==> src/hdl/dpb_pkg.sv <==
package dpb_pkg;

  localparam int SIZE_BITS      = 13;
  localparam int PARAM_BITS     = 16;
  localparam int COORD_BITS     = 13;
  localparam int DEPTH_BITS     = 15;
  localparam int MAG_BITS       = COORD_BITS + 4;
  localparam int PROD_BITS      = MAG_BITS + DEPTH_BITS;
  localparam int DIVIDEND_BITS  = PROD_BITS + 6;
  localparam int DIVISOR_BITS   = PARAM_BITS + 1;
  localparam int POS_BITS       = 24;
  localparam int REG_INDEX_BITS = 3;
  localparam int REG_DATA_BITS  = 16;

  localparam logic [SIZE_BITS-1:0]  RESET_IMAGE_WIDTH  = 13'd640;
  localparam logic [SIZE_BITS-1:0]  RESET_IMAGE_HEIGHT = 13'd480;
  localparam logic [PARAM_BITS-1:0] RESET_FOCAL_X      = 16'd8400;
  localparam logic [PARAM_BITS-1:0] RESET_FOCAL_Y      = 16'd8400;
  localparam logic [PARAM_BITS-1:0] RESET_CENTER_X     = 16'd5112;
  localparam logic [PARAM_BITS-1:0] RESET_CENTER_Y     = 16'd3832;

  typedef enum logic [REG_INDEX_BITS-1:0] {
    REG_IMAGE_WIDTH  = 3'd0,
    REG_IMAGE_HEIGHT = 3'd1,
    REG_FOCAL_X      = 3'd2,
    REG_FOCAL_Y      = 3'd3,
    REG_CENTER_X     = 3'd4,
    REG_CENTER_Y     = 3'd5
  } reg_index_t;

  typedef struct packed {
    logic [SIZE_BITS-1:0]  image_width;
    logic [SIZE_BITS-1:0]  image_height;
    logic [PARAM_BITS-1:0] focal_x;
    logic [PARAM_BITS-1:0] focal_y;
    logic [PARAM_BITS-1:0] center_x;
    logic [PARAM_BITS-1:0] center_y;
  } cfg_t;

  typedef struct packed {
    logic [COORD_BITS-1:0] column;
    logic [COORD_BITS-1:0] row;
    logic [DEPTH_BITS-1:0] depth;
    logic                  point;
    logic                  last;
  } job_t;

  typedef struct packed {
    logic full;
    logic empty;
  } queue_status_t;

endpackage

==> src/hdl/dpb_front.sv <==
module dpb_front #(
  parameter int SAMPLE_STRIDE = 4,
  parameter int DIM_BITS      = 12
) (
  input  logic                clk,
  input  logic                rst,
  input  dpb_pkg::cfg_t       cfg,
  input  logic                pixel_valid,
  output logic                pixel_stall,
  input  logic signed [15:0]  depth_mm,
  input  dpb_pkg::queue_status_t q_status,
  output logic                push,
  output dpb_pkg::job_t       job
);

  localparam int PHASE_BITS = (SAMPLE_STRIDE > 1) ? $clog2(SAMPLE_STRIDE) : 1;
  localparam logic [PHASE_BITS-1:0] PHASE_LAST = PHASE_BITS'(SAMPLE_STRIDE - 1);
  localparam logic [dpb_pkg::SIZE_BITS:0] DIM_TOP =
    (dpb_pkg::SIZE_BITS + 1)'(1) << DIM_BITS;

  logic [DIM_BITS-1:0]   column_count;
  logic [DIM_BITS-1:0]   row_count;
  logic [PHASE_BITS-1:0] col_phase;
  logic [PHASE_BITS-1:0] row_phase;
  logic [DIM_BITS-1:0]   col_last;
  logic [DIM_BITS-1:0]   row_last;
  logic                  row_end;
  logic                  last;
  logic                  kept;
  logic                  positive;
  logic                  accept;

  function automatic logic [DIM_BITS-1:0] last_index(input logic [dpb_pkg::SIZE_BITS-1:0] v);
    logic [DIM_BITS-1:0] r;
    if (v == '0) begin
      r = '0;
    end else if ({1'b0, v} > DIM_TOP) begin
      r = '1;
    end else begin
      r = DIM_BITS'(v - 1'b1);
    end
    return r;
  endfunction

  function automatic logic [PHASE_BITS-1:0] next_phase(input logic [PHASE_BITS-1:0] p);
    return (p == PHASE_LAST) ? '0 : PHASE_BITS'(p + 1'b1);
  endfunction

  assign col_last    = last_index(cfg.image_width);
  assign row_last    = last_index(cfg.image_height);
  assign row_end     = column_count >= col_last;
  assign last        = row_end && (row_count >= row_last);
  assign kept        = (col_phase == '0) && (row_phase == '0);
  assign positive    = !depth_mm[15] && (depth_mm != '0);
  assign pixel_stall = q_status.full;
  assign accept      = pixel_valid && !q_status.full;
  assign push        = accept && ((kept && positive) || last);

  always_comb begin
    job.column = dpb_pkg::COORD_BITS'(column_count);
    job.row    = dpb_pkg::COORD_BITS'(row_count);
    job.depth  = depth_mm[dpb_pkg::DEPTH_BITS-1:0];
    job.point  = kept && positive;
    job.last   = last;
  end

  always_ff @(posedge clk) begin
    if (rst) begin
      column_count <= '0;
      row_count    <= '0;
      col_phase    <= '0;
      row_phase    <= '0;
    end else if (accept) begin
      if (row_end) begin
        column_count <= '0;
        col_phase    <= '0;
        if (last) begin
          row_count <= '0;
          row_phase <= '0;
        end else begin
          row_count <= DIM_BITS'(row_count + 1'b1);
          row_phase <= next_phase(row_phase);
        end
      end else begin
        column_count <= DIM_BITS'(column_count + 1'b1);
        col_phase    <= next_phase(col_phase);
      end
    end
  end

endmodule

==> src/hdl/dpb_queue.sv <==
module dpb_queue #(
  parameter int DEPTH = 4
) (
  input  logic                   clk,
  input  logic                   rst,
  input  logic                   push,
  input  dpb_pkg::job_t          push_job,
  input  logic                   pop,
  output dpb_pkg::job_t          head,
  output dpb_pkg::queue_status_t status
);

  localparam int CW = $clog2(DEPTH + 1);

  dpb_pkg::job_t  entries [DEPTH];
  logic [CW-1:0]  count;

  // head always sits in entry 0; a pop shifts the queue down
  assign head         = entries[0];
  assign status.full  = count == CW'(DEPTH);
  assign status.empty = count == '0;

  always_ff @(posedge clk) begin
    if (rst) begin
      count <= '0;
    end else begin
      case ({push, pop})
        2'b10:   count <= CW'(count + 1'b1);
        2'b01:   count <= CW'(count - 1'b1);
        default: count <= count;
      endcase
    end
  end

  always_ff @(posedge clk) begin
    for (int i = 0; i < DEPTH; i++) begin
      if (pop) begin
        if (push && (CW'(i + 1) == count)) begin
          entries[i] <= push_job;
        end else if (i < DEPTH - 1) begin
          entries[i] <= entries[(i < DEPTH - 1) ? i + 1 : i];
        end
      end else if (push && (CW'(i) == count)) begin
        entries[i] <= push_job;
      end
    end
  end

endmodule

==> src/hdl/dpb_div.sv <==
module dpb_div (
  input  logic                                clk,
  input  logic                                rst,
  input  logic                                start,
  input  logic [dpb_pkg::DIVIDEND_BITS-1:0]   dividend,
  input  logic [dpb_pkg::DIVISOR_BITS-1:0]    divisor,
  output logic                                done,
  output logic [dpb_pkg::DIVIDEND_BITS-1:0]   quotient
);

  localparam int NB = dpb_pkg::DIVIDEND_BITS;
  localparam int DB = dpb_pkg::DIVISOR_BITS;
  localparam int CNT_BITS = $clog2(NB + 1);

  logic [DB-1:0]       rem;
  logic [NB-1:0]       quo;
  logic [CNT_BITS-1:0] cnt;
  logic                busy;
  logic [DB:0]         shifted;
  logic [DB:0]         trial;
  logic                fits;

  // restoring division, one quotient bit per cycle
  assign shifted  = {rem, quo[NB-1]};
  assign trial    = shifted - {1'b0, divisor};
  assign fits     = !trial[DB];
  assign quotient = quo;

  always_ff @(posedge clk) begin
    if (rst) begin
      busy <= 1'b0;
      done <= 1'b0;
      cnt  <= '0;
    end else begin
      done <= 1'b0;
      if (start) begin
        busy <= 1'b1;
        cnt  <= CNT_BITS'(NB);
      end else if (busy) begin
        cnt <= CNT_BITS'(cnt - 1'b1);
        if (cnt == CNT_BITS'(1)) begin
          busy <= 1'b0;
          done <= 1'b1;
        end
      end
    end
  end

  always_ff @(posedge clk) begin
    if (start) begin
      rem <= '0;
      quo <= dividend;
    end else if (busy) begin
      rem <= fits ? trial[DB-1:0] : shifted[DB-1:0];
      quo <= {quo[NB-2:0], fits};
    end
  end

endmodule

==> src/hdl/dpb_back.sv <==
module dpb_back (
  input  logic                            clk,
  input  logic                            rst,
  input  dpb_pkg::cfg_t                   cfg,
  input  dpb_pkg::queue_status_t          q_status,
  input  dpb_pkg::job_t                   head,
  output logic                            pop,
  output logic                            point_valid,
  input  logic                            point_stall,
  output logic signed [23:0]              pos_x,
  output logic signed [23:0]              pos_y,
  output logic [14:0]                     pos_z,
  output logic                            has_point,
  output logic                            frame_end
);

  localparam int MB = dpb_pkg::MAG_BITS;
  localparam int PB = dpb_pkg::PROD_BITS;
  localparam int NB = dpb_pkg::DIVIDEND_BITS;
  localparam int DB = dpb_pkg::DIVISOR_BITS;
  localparam int QB = dpb_pkg::POS_BITS;
  localparam logic [NB-1:0] POS_MAX_Q     = NB'((1 << (QB - 1)) - 1);
  localparam logic [NB-1:0] POS_MIN_MAG_Q = NB'(1 << (QB - 1));
  localparam logic [QB-1:0] POS_MAX_CODE  = {1'b0, {(QB-1){1'b1}}};
  localparam logic [QB-1:0] POS_MIN_CODE  = {1'b1, {(QB-1){1'b0}}};

  typedef enum logic [4:0] {
    S_IDLE = 5'b00001,
    S_MUL  = 5'b00010,
    S_LOAD = 5'b00100,
    S_DIV  = 5'b01000,
    S_DONE = 5'b10000
  } state_t;

  state_t                        state;
  dpb_pkg::job_t                 job;
  logic [PB-1:0]                 prod_x;
  logic [PB-1:0]                 prod_y;
  logic                          neg_x;
  logic                          neg_y;
  logic signed [MB:0]            diff_x;
  logic signed [MB:0]            diff_y;
  logic [MB-1:0]                 mag_x;
  logic [MB-1:0]                 mag_y;
  logic [dpb_pkg::PARAM_BITS-1:0] fx;
  logic [dpb_pkg::PARAM_BITS-1:0] fy;
  logic [NB-1:0]                 dividend_x;
  logic [NB-1:0]                 dividend_y;
  logic [DB-1:0]                 divisor_x;
  logic [DB-1:0]                 divisor_y;
  logic [NB-1:0]                 quo_x;
  logic [NB-1:0]                 quo_y;
  logic                          done_x;
  logic                          done_y;
  logic                          div_start;
  logic                          out_free;

  function automatic logic [QB-1:0] saturate(input logic [NB-1:0] q, input logic neg);
    logic [QB-1:0] r;
    if (neg) begin
      r = (q > POS_MIN_MAG_Q) ? POS_MIN_CODE : QB'(-q[QB-1:0]);
    end else begin
      r = (q > POS_MAX_Q) ? POS_MAX_CODE : q[QB-1:0];
    end
    return r;
  endfunction

  assign diff_x = $signed({1'b0, job.column, 4'b0000}) - $signed((MB + 1)'(cfg.center_x));
  assign diff_y = $signed({1'b0, job.row, 4'b0000}) - $signed((MB + 1)'(cfg.center_y));
  assign mag_x  = diff_x[MB] ? MB'(-diff_x) : MB'(diff_x);
  assign mag_y  = diff_y[MB] ? MB'(-diff_y) : MB'(diff_y);

  // zero focal length counts as one
  assign fx = (cfg.focal_x == '0) ? dpb_pkg::PARAM_BITS'(1) : cfg.focal_x;
  assign fy = (cfg.focal_y == '0) ? dpb_pkg::PARAM_BITS'(1) : cfg.focal_y;

  // round to nearest: (2*num + f) / (2*f), num = mag * depth * 16
  assign dividend_x = NB'({prod_x, 5'b00000}) + NB'(fx);
  assign dividend_y = NB'({prod_y, 5'b00000}) + NB'(fy);
  assign divisor_x  = {fx, 1'b0};
  assign divisor_y  = {fy, 1'b0};

  assign div_start = state == S_LOAD;
  assign pop       = (state == S_IDLE) && !q_status.empty;
  assign out_free  = !point_valid || !point_stall;

  dpb_div u_div_x (
    .clk      (clk),
    .rst      (rst),
    .start    (div_start),
    .dividend (dividend_x),
    .divisor  (divisor_x),
    .done     (done_x),
    .quotient (quo_x)
  );

  dpb_div u_div_y (
    .clk      (clk),
    .rst      (rst),
    .start    (div_start),
    .dividend (dividend_y),
    .divisor  (divisor_y),
    .done     (done_y),
    .quotient (quo_y)
  );

  always_ff @(posedge clk) begin
    if (rst) begin
      state       <= S_IDLE;
      point_valid <= 1'b0;
    end else begin
      if ((state == S_DONE) && out_free) begin
        point_valid <= 1'b1;
      end else if (!point_stall) begin
        point_valid <= 1'b0;
      end
      unique case (state)
        S_IDLE: begin
          if (!q_status.empty) begin
            state <= head.point ? S_MUL : S_DONE;
          end
        end
        S_MUL: begin
          state <= S_LOAD;
        end
        S_LOAD: begin
          state <= S_DIV;
        end
        S_DIV: begin
          if (done_x && done_y) begin
            state <= S_DONE;
          end
        end
        S_DONE: begin
          if (out_free) begin
            state <= S_IDLE;
          end
        end
        default: begin
          state <= S_IDLE;
        end
      endcase
    end
  end

  always_ff @(posedge clk) begin
    if (pop) begin
      job <= head;
    end
    if (state == S_MUL) begin
      prod_x <= PB'(mag_x) * PB'(job.depth);
      prod_y <= PB'(mag_y) * PB'(job.depth);
      neg_x  <= diff_x[MB];
      neg_y  <= diff_y[MB];
    end
    if ((state == S_DONE) && out_free) begin
      frame_end <= job.last;
      has_point <= job.point;
      if (job.point) begin
        pos_x <= saturate(quo_x, neg_x);
        pos_y <= saturate(quo_y, neg_y);
        pos_z <= job.depth;
      end else begin
        pos_x <= '0;
        pos_y <= '0;
        pos_z <= '0;
      end
    end
  end

endmodule

==> src/hdl/depth_pixel_backprojection.sv <==
// Path: an accepted pixel's job waits in the job queue; the idle back end pops it and
// goes to its done state for a frame end word without a point, or through multiply,
// load and the 38-step bit-serial dividers for a point. Throughput: one pixel per cycle
// while the job queue has room; the back end works on one job at a time.
// Reset: counters to the first pixel, queue emptied, registers to their defaults,
// any pending output word dropped.
module depth_pixel_backprojection #(
  parameter int SAMPLE_STRIDE = 4,
  parameter int DIM_BITS      = 12,
  parameter int QUEUE_DEPTH   = 4
) (
  input  logic                                  clk,
  input  logic                                  rst,
  input  logic                                  write_enable,
  input  logic [dpb_pkg::REG_INDEX_BITS-1:0]    reg_index,
  input  logic [dpb_pkg::REG_DATA_BITS-1:0]     write_data,
  input  logic                                  pixel_valid,
  output logic                                  pixel_stall,
  input  logic signed [15:0]                    depth_mm,
  output logic                                  point_valid,
  input  logic                                  point_stall,
  output logic signed [23:0]                    pos_x,
  output logic signed [23:0]                    pos_y,
  output logic [14:0]                           pos_z,
  output logic                                  has_point,
  output logic                                  frame_end
);

  dpb_pkg::cfg_t          cfg;
  dpb_pkg::job_t          push_job;
  dpb_pkg::job_t          head;
  dpb_pkg::queue_status_t q_status;
  logic                   q_push;
  logic                   q_pop;

  always_ff @(posedge clk) begin
    if (rst) begin
      cfg.image_width  <= dpb_pkg::RESET_IMAGE_WIDTH;
      cfg.image_height <= dpb_pkg::RESET_IMAGE_HEIGHT;
      cfg.focal_x      <= dpb_pkg::RESET_FOCAL_X;
      cfg.focal_y      <= dpb_pkg::RESET_FOCAL_Y;
      cfg.center_x     <= dpb_pkg::RESET_CENTER_X;
      cfg.center_y     <= dpb_pkg::RESET_CENTER_Y;
    end else if (write_enable) begin
      unique case (dpb_pkg::reg_index_t'(reg_index))
        dpb_pkg::REG_IMAGE_WIDTH:  cfg.image_width  <= write_data[dpb_pkg::SIZE_BITS-1:0];
        dpb_pkg::REG_IMAGE_HEIGHT: cfg.image_height <= write_data[dpb_pkg::SIZE_BITS-1:0];
        dpb_pkg::REG_FOCAL_X:      cfg.focal_x      <= write_data;
        dpb_pkg::REG_FOCAL_Y:      cfg.focal_y      <= write_data;
        dpb_pkg::REG_CENTER_X:     cfg.center_x     <= write_data;
        dpb_pkg::REG_CENTER_Y:     cfg.center_y     <= write_data;
        default: begin
        end
      endcase
    end
  end

  dpb_front #(
    .SAMPLE_STRIDE (SAMPLE_STRIDE),
    .DIM_BITS      (DIM_BITS)
  ) u_front (
    .clk         (clk),
    .rst         (rst),
    .cfg         (cfg),
    .pixel_valid (pixel_valid),
    .pixel_stall (pixel_stall),
    .depth_mm    (depth_mm),
    .q_status    (q_status),
    .push        (q_push),
    .job         (push_job)
  );

  dpb_queue #(
    .DEPTH (QUEUE_DEPTH)
  ) u_queue (
    .clk      (clk),
    .rst      (rst),
    .push     (q_push),
    .push_job (push_job),
    .pop      (q_pop),
    .head     (head),
    .status   (q_status)
  );

  dpb_back u_back (
    .clk         (clk),
    .rst         (rst),
    .cfg         (cfg),
    .q_status    (q_status),
    .head        (head),
    .pop         (q_pop),
    .point_valid (point_valid),
    .point_stall (point_stall),
    .pos_x       (pos_x),
    .pos_y       (pos_y),
    .pos_z       (pos_z),
    .has_point   (has_point),
    .frame_end   (frame_end)
  );

`ifndef ASSERT_OFF
  a_push_room: assert property (@(posedge clk) disable iff (rst)
    q_push |-> !q_status.full)
    else $error("job pushed into a full queue");

  a_pop_data: assert property (@(posedge clk) disable iff (rst)
    q_pop |-> !q_status.empty)
    else $error("job popped from an empty queue");

  a_bare_end: assert property (@(posedge clk) disable iff (rst)
    point_valid && !has_point |->
      frame_end && (pos_x == '0) && (pos_y == '0) && (pos_z == '0))
    else $error("word without point is not a clean frame end");

  a_point_depth: assert property (@(posedge clk) disable iff (rst)
    point_valid && has_point |-> pos_z != '0)
    else $error("point word with zero depth");
`endif

endmodule

==> config.mk <==
export PLATFORM = sky130hd
export DESIGN_NAME = depth_pixel_backprojection
export DESIGN_NICKNAME = d
export VERILOG_FILES = /design/src/hdl/dpb_pkg.sv /design/src/hdl/dpb_front.sv /design/src/hdl/dpb_queue.sv /design/src/hdl/dpb_div.sv /design/src/hdl/dpb_back.sv /design/src/hdl/depth_pixel_backprojection.sv
export SDC_FILE = /design/constraint.sdc
export NUM_CORES = 2
export LEC_CHECK = 0
export BUFFER_PORTS_ARGS = -buffer_cell sky130_fd_sc_hd__buf_2
export CORE_MARGIN = 1
export CORE_UTILIZATION = 55
export DETAILED_ROUTE_END_ITERATION = 7
export PLACE_DENSITY = 0.74
export SLEW_MARGIN = 20
export SYNTH_ARGS = -nofsm -noshare
export SYNTH_HDL_FRONTEND = slang
export SYNTH_HIERARCHICAL = 1
export SYNTH_SLANG_ARGS = --single-unit
==> constraint.sdc <==
create_clock -name clk -period 7.85 [get_ports clk]
set_input_delay 0.3925 -clock clk [delete_from_list [all_inputs] [get_ports clk]]
set_output_delay 0.3925 -clock clk [all_outputs]
set_load 0.05 [all_outputs]
==> impl_results.md <==
* Crit path kind: reg -> reg
* Die H at 302.7 um
* Residual DRC at 0
* ANT nets after route at 0
* Nets at ~6k
* Final Hold Fails at 0
* Commonest non-fill, non-tap cell in the layout: inv_1
* Most frequent cells in the layout: inv_1 (537), edfxtp_1 (422), fa_1 (381)
* DR vias at between 30k and 40k
* Crit path DAT at 8.51 ns
* DR pass1 iterations at 5
* Final Setup Violations at 13
* Total GRT Usage at 27.06%
* FMAX at 124.1 MHz
* DRT iter0 DRCs at 2,330
* Critical path's largest stage delay at approximately 0.59 ns
* RSZ-0062 raised after global routing: true
* Hold WC Path Type: in -> reg
* Mean Syn Cell Area at approximately 10 um2
* First-pass GRT wire length at 195,900 um
* Area Growth Syn to Fin at 14.39%
* Initial antenna violation count at 1
* FFs w/ async S/R, synth at 0%
* Seq cells post-synth at 599
* Status: complete, but fails checks
* Clock slew at reported path FFs at approximately 0.06 ns
* Worst path buffer plus inverter count at 5
* Worst rel slew slack at 18.30%
* Post-layout util at 63.98%
* Root Driver: clkbuf_16
* Post-DP HPWL at about 90,000 um
* Top cell type by total area after synthesis: edfxtp_1
* Worst Setup End Kind: flip-flop
* Post-synthesis sequential area ratio at between 30% and 40%
* Mapped Cells at 4,868
* Die width at 302.7 um
* Distinct cells, synth at 111
* Worst setup margin at -0.2053 ns
* I/O Pins at 107
* Share of the synthesized area in the top cell type at 25.48%
* Syn. warnings at 6
* GPL Wtd Cong at roughly 0.95
* Synth area leaders: edfxtp_1 (25%), fa_1 (16%), ha_1 (8.0%)
* Worst slew pin tran at 1.226 ns
* Via density per instance at between 5 and 6
* CTS buffer count at 69
* CTS tree: done
* Failing checks: setup timing
* Drt total wl at 123,100 um
* Clock sinks at 599
* Clock skew at 0.02242 ns
* Critical path launch point type: flip-flop
* Worst EP required at 8.30 ns
* Max cap viols at 0
* Htree depth at 3
* Total Die Area at 91,640 um2
* CP delay by family, top: adder cells
* Final min period at 8.055 ns
* Final max-slew violation count at 0
* Largest net degree at the start of global routing at 111
* Worst-skew pair later-pin latency at about 0.63 ns
* Total core area at 88,920 um2
* Initial Util at roughly 56%
* Syn Std Cell Area at 49,740 um2
* Crit share post-route at 102.6%
* Largest fanout on the critical path at 6
* Share of layout cells above drive strength 1 at 20.45%
* Global route overflow at 0
* Rows at 109
* Vias in the first global route at 36.67k
* # port buffers at 106
* Clk buf depth at 3
* Crit path max-delay cell type: or4b_4
* Post-synth EDFFs at 422
* Wire length per cell at 19.27 um
* Dominant synthesized flop cell: edfxtp_1
-- worst paths after layout --
check                               from                     to  slack, ns  depth (start not counted)
setup / recovery          u_back/job[31]      u_back/prod_x[29]      -0.21                         29
hold reg to reg   u_queue/entries[0][20]         u_back/job[20]       0.42                          0
hold / removal               depth_mm[1]  u_queue/entries[3][3]       0.04                          1
setup reg to reg          u_back/job[31]      u_back/prod_x[29]      -0.21                         29
-- through the flow --
step	hold WS (ns)	area, um2	TNS, ns	cells	worst slack, ns
3_5_place_dp	0.4045	53220	-3.206	6205	-0.3057
2_1_floorplan	0.4003	49990	-0.03554	4870	-0.03554
3_3_place_gp	0.4026	53220	-0.7282	6205	-0.1432
4_1_cts	0.0007873	56040	-0.4839	6363	-0.1682
5_1_grt	0.02552	56890	-6.992	6387	-0.4124
6_report	0.03672	56890	-1.359	6389	-0.2053
-- kinds of logic (layout without fill, tap and decap cells) --
kind of cell,after synthesis,in the layout,synth area share (%)
and+or+nand+nor,1480,1480,15.87
buffers and inverters,826,1178,6.873
adders and majority gates,709,709,23.72
AOI/OAI and AO/OA,688,688,9.504
DFF,599,599,32.60
muxes,333,333,7.326
xor gates and xnor gates,231,231,4.083
other,2,6,0.01510
-- sequential cells by signal (all words and copies together) (netlist names), 2 cells and up --
| signal | count |
|---|---|
| cfg | 90 |
| u_back/job | 43 |
| u_back/pos_x | 24 |
| u_back/pos_y | 24 |
| u_back/pos_z | 15 |
| u_back/prod_x | 32 |
| u_back/prod_y | 32 |
| u_back/state | 5 |
| u_back/u_div_x/cnt | 6 |
| u_back/u_div_x/quotient | 38 |
| u_back/u_div_x/rem | 17 |
| u_back/u_div_y/cnt | 6 |
| u_back/u_div_y/quotient | 38 |
| u_back/u_div_y/rem | 17 |
| u_front/col_phase | 2 |
| u_front/column_count | 12 |
| u_front/row_count | 12 |
| u_front/row_phase | 2 |
| u_queue/count | 3 |
| u_queue/entries | 172 |
-- metal layers --
layer	routed length, um	track usage (%)	up-vias
li1	-	-	17218
met1	53420	36.29	17978
met2	57650	44.38	1085
met3	6957	3.537	228
met4	5093	11.17	0
met5	0	0	-
-- Yosys cell counts (all sizes together) (86+ instances only) --
library cell and count:
dfxtp 177, clkbuf 186, mux2 212, edfxtp 422, fa 390, ha 319, xor2 86, and2 253
a21oi 188, nand2b 112, nand2 329, xnor2 145, inv 567, o21ai 105, mux2i 121, nor2 298
-- final cells by class --
| type | instances | area (um2) |
|---|---|---|
| Fill cell | 7007 | 32030 |
| Multi-Input combinational cell | 3445 | 31290 |
| Sequential cell | 599 | 16220 |
| Timing Repair Buffer | 482 | 3571 |
| Inverter | 569 | 2136 |
| Clock buffer | 95 | 1908 |
| Tap cell | 1165 | 1458 |
| Clock inverter | 32 | 311.5 |
| Antenna cell | 2 | 5.005 |
-- repair_timing --
| item | CTS | global route |
|---|---|---|
| resized for setup | 73 | 149 |
| hold endpoints to repair | 9 | 0 |
| gates cloned | 0 | 1 |
| hold buffers | 9 | 0 |
| setup endpoints to repair | 22 | 37 |
| pin swaps | 57 | 101 |
| buffers inserted | 23 | 23 |
Power is left out: the tool's default activity adds up to more than one toggle a clock period on the data nets, which glitch-free logic cannot reach.
